==> src/hmmd_ram.sv <==
// Generic single-port synchronous RAM with a registered read.
// No dependencies.
`default_nettype none

module hmmd_ram #(
   parameter int WIDTH = 8,
   parameter int DEPTH = 256
) (
   input  wire logic                     clock,
   input  wire logic                     en,
   input  wire logic                     we,
   input  wire logic [$clog2(DEPTH)-1:0] addr,
   input  wire logic [WIDTH-1:0]         wdata,
   output      logic [WIDTH-1:0]         rdata
);

   logic [WIDTH-1:0] mem_ff [DEPTH];
   logic [WIDTH-1:0] rdata_ff;

   always_ff @(posedge clock) begin
      if (en && we) begin
         mem_ff[addr] <= wdata;
      end
      if (en && !we) begin
         rdata_ff <= mem_ff[addr];
      end
   end

   assign rdata = rdata_ff;

endmodule

`default_nettype wire

==> config.mk <==
export PLATFORM = sky130hd
export DESIGN_NAME = hmmd_ram
export DESIGN_NICKNAME = d
export VERILOG_FILES = /design/src/hmmd_ram.sv
export SDC_FILE = /design/constraint.sdc
export NUM_CORES = 2
export LEC_CHECK = 0
export BUFFER_PORTS_ARGS = -buffer_cell sky130_fd_sc_hd__buf_4
export CAP_MARGIN = 20
export CORE_UTILIZATION = 60
export DETAILED_ROUTE_END_ITERATION = 10
export HOLD_SLACK_MARGIN = 0.08
export PLACE_DENSITY = 0.88
export SYNTH_ARGS = -nofsm -noshare
export SYNTH_HDL_FRONTEND = slang
export SYNTH_SLANG_ARGS = --single-unit
==> constraint.sdc <==
create_clock -name clock -period 3.8 [get_ports clock]
set_clock_uncertainty 0.05 [all_clocks]
set_input_delay 0.76 -clock clock [delete_from_list [all_inputs] [get_ports clock]]
set_output_delay 0.76 -clock clock [all_outputs]
set_load 0.01 [all_outputs]
==> flow_summary_export.csv <==
group,metric,value,unit
place,pre_cts_ws,-0.2867,ns
routing,via_count,43060,
routing,drt-vias-per-instance,7.295,
sta,setup_ws,0.2400,ns
synth,synthAdderAreaFrac,0,
clocking,tritoncts,"built",
sta,fin_crit_sh,0.9368,
pwr,ir_drop,0.0004514,V
sta,period_needed,3.560,ns
final_layout,drive_gt1_frac,0.3110,
synth,synth_cell_types,21,
final_layout,area_growth,14.82,%
die,core_region_area,129500,µm²
routing,detail_route.wl_per_cell,38.10,µm
pwr,leakagePower,28.34,nW
sta,timing.hold.ws,0.3378,ns
pwr,p_per_area,511.2,nW/µm²
clocking,ctsHtreeMaxLevel,4,
clocking,cts_hold_buf,0,
clocking,cts_post_setup_buffers_inserted,0,
place,routabilityCongestion,0.8939,
setup_path,required,4.29,ns
die,die_y,363.4,µm
global_routing,grt_max_degree,136,
clocking,clock_latency,0.85,ns
clocking,cts_resized,0,
clocking,cts_root_buf,"clkbuf_16",
sta,finalHoldViolations,0,
synth,ys_seq_area_frac,0.7877,
routing,route.detailed.drc,0,
synth,avgSynthCellArea,22.23,µm²
place,dp.cells,5552,
sta,fmax,280.9,MHz
synth,synth_compound_area_frac,0.03627,
run_status,status,"completed",
die,num_rows,132,
die,die_w,363.4,µm
place,hpwl,119.7,mm
routing,drt_wl_total,224.9,mm
synth,synth_area,78380,µm²
final_layout,final_cell_mix,"2,056 x edfxtp_1, 512 x mux4_2, 454 x buf_4",
clocking,cts_buffers,189,
routing,postRouteAntennaNets,0,
clocking,clockBufferDepth,3,
final_layout,nets,4020,
sta,tightest_slew,1.201,ns
final_layout,final_cells,5903,
die,die_area,132100,µm²
synth,synthSimpleGateAreaFrac,0.01606,
synth,ys_ff_latch,2056,
global_routing,grt_pass1_vias,43890,
synth,syn-num-nets,3545,
final_layout,nFillCells,6882,
sta,relSlewSlack,0.1996,
pwr,p_total,46.00,mW
die,initial_core_util,0.6053,
min_path,hold_path.class,"input pin to flop",
synth,synthXorXnorAreaFrac,0,
synth,synthMuxAreaShare,0.1471,
setup_path,cp-start-kind,"input pin",
synth,syn-instance-count,3526,
setup_path,path_class,"input pin to flop",
clocking,numClockSinks,2056,
sta,drv_slew,0,
setup_path,worst_setup_path_end_kind,"flop",
global_routing,grt_overflow_total,0,
routing,drt-pass1-iter-count,6,
global_routing,grt_antenna_before_repair,10,
sta,setup_viol,0,
run,max_cap_viol_count,0,
setup_path,worstPathArrival,4.05,ns
die,ios,27,
synth,ys_warn_count,0,
routing,drtIter0Drc,8342,
setup_path,path_max_fanout,31,
sta,grt_setup_unrepaired,"false",
place,port_buffers,26,
global_routing,grt_usage,0.3459,
global_routing,grt_pass1_wl,317.5,mm
synth,synth_top_family_by_area,"multiplexers",
clocking,clk_pin_slew,0.07,ns
final_layout,mostFrequentLayoutCell,"edfxtp_1",
## sequential cells by signal (all words and copies together), names as in the netlist
register	cells
rdata	8
mem_ff	2048
## cells by family after synthesis
kind of cell           count (synthesis)
flip-flops                          2056
AND/OR/NAND/NOR                      317
AO/OA/AOI/OAI                        416
buffers and inverters                225
multiplexers                         512
## metrics by stage
step | utilization | instance area, µm² | setup TNS (ns)
after floorplan | - | 78380 | 0
after global placement | 0.6488 | 84010 | -1.329
after detailed placement | 0.6489 | 84020 | -1.438
after CTS | 0.6949 | 89970 | 0
after global routing | 0.6949 | 89970 | 0
final | 0.6950 | 89990 | 0
## per-layer routing
layer | track usage | up-vias | part of all wire
met5 | 0 | - | 0.00047
met4 | 0.2137 | 16 | 0.075
met3 | 0.09393 | 1023 | 0.14
met2 | 0.5562 | 4561 | 0.48
met1 | 0.4210 | 21530 | 0.30
li1 | - | 15930 | -
## final timing paths
path | cells past startpoint | to | start | slack (ns)
min reg2reg | 5 | rdata[5] | mem_ff[97][5] | 1.10
max reg2reg | 6 | rdata[4] | mem_ff[124][4] | 0.70
max | 8 | rdata[6] | addr[0] | 0.24
min | 2 | rdata[7] | we | 0.34
## Yosys cell counts
cell | instances | area [µm²]
o41ai_1 | 32 | 280.3
nor3b_1 | 2 | 15.01
nand4_1 | 8 | 50.05
or2_2 | 1 | 6.260
clkbuf_1 | 143 | 536.8
and2_1 | 2 | 12.51
edfxtp_1 | 2056 | 61740
buf_1 | 21 | 78.83
a22oi_1 | 256 | 1922
nor2b_1 | 7 | 43.79
buf_4 | 11 | 82.58
buf_2 | 41 | 205.2
nand2_1 | 30 | 112.6
a21oi_1 | 128 | 640.6
nand3_1 | 4 | 20.02
nor3_1 | 1 | 5.000
nand2b_1 | 2 | 12.51
mux4_2 | 512 | 11530
and4_1 | 1 | 8.760
buf_6 | 9 | 101.4
nor2_1 | 259 | 972.2
## worst max-delay path, stage by stage
cell     delay (ns)
buf_8          0.47
buf_12         0.31
buf_4          0.25
mux4_2         0.52
a22oi_1        0.34
a21oi_1        0.16
o41ai_1        1.00
nand4_1        0.19
## cell type report
| cell class | count | area, µm² | area share |
|---|---|---|---|
| timing repair buffer | 509 | 4434 | 0.04927 |
| sequential | 2056 | 61740 | 0.6861 |
| clock buffer | 242 | 5035 | 0.05595 |
| multi-input combinational | 1245 | 15670 | 0.1741 |
| tap | 1742 | 2180 | 0.02422 |
| clock inverter | 102 | 917.1 | 0.01019 |
| antenna | 7 | 17.52 | 0.0001947 |
## power breakdown
part | switching (mW) | internal (mW)
Sequential | 0.0213 | 25.0
Clock | 8.53 | 10.2
Combinational | 1.46 | 0.792
Total | 10.0 | 36.0
(Power assumes the default switching activity.)
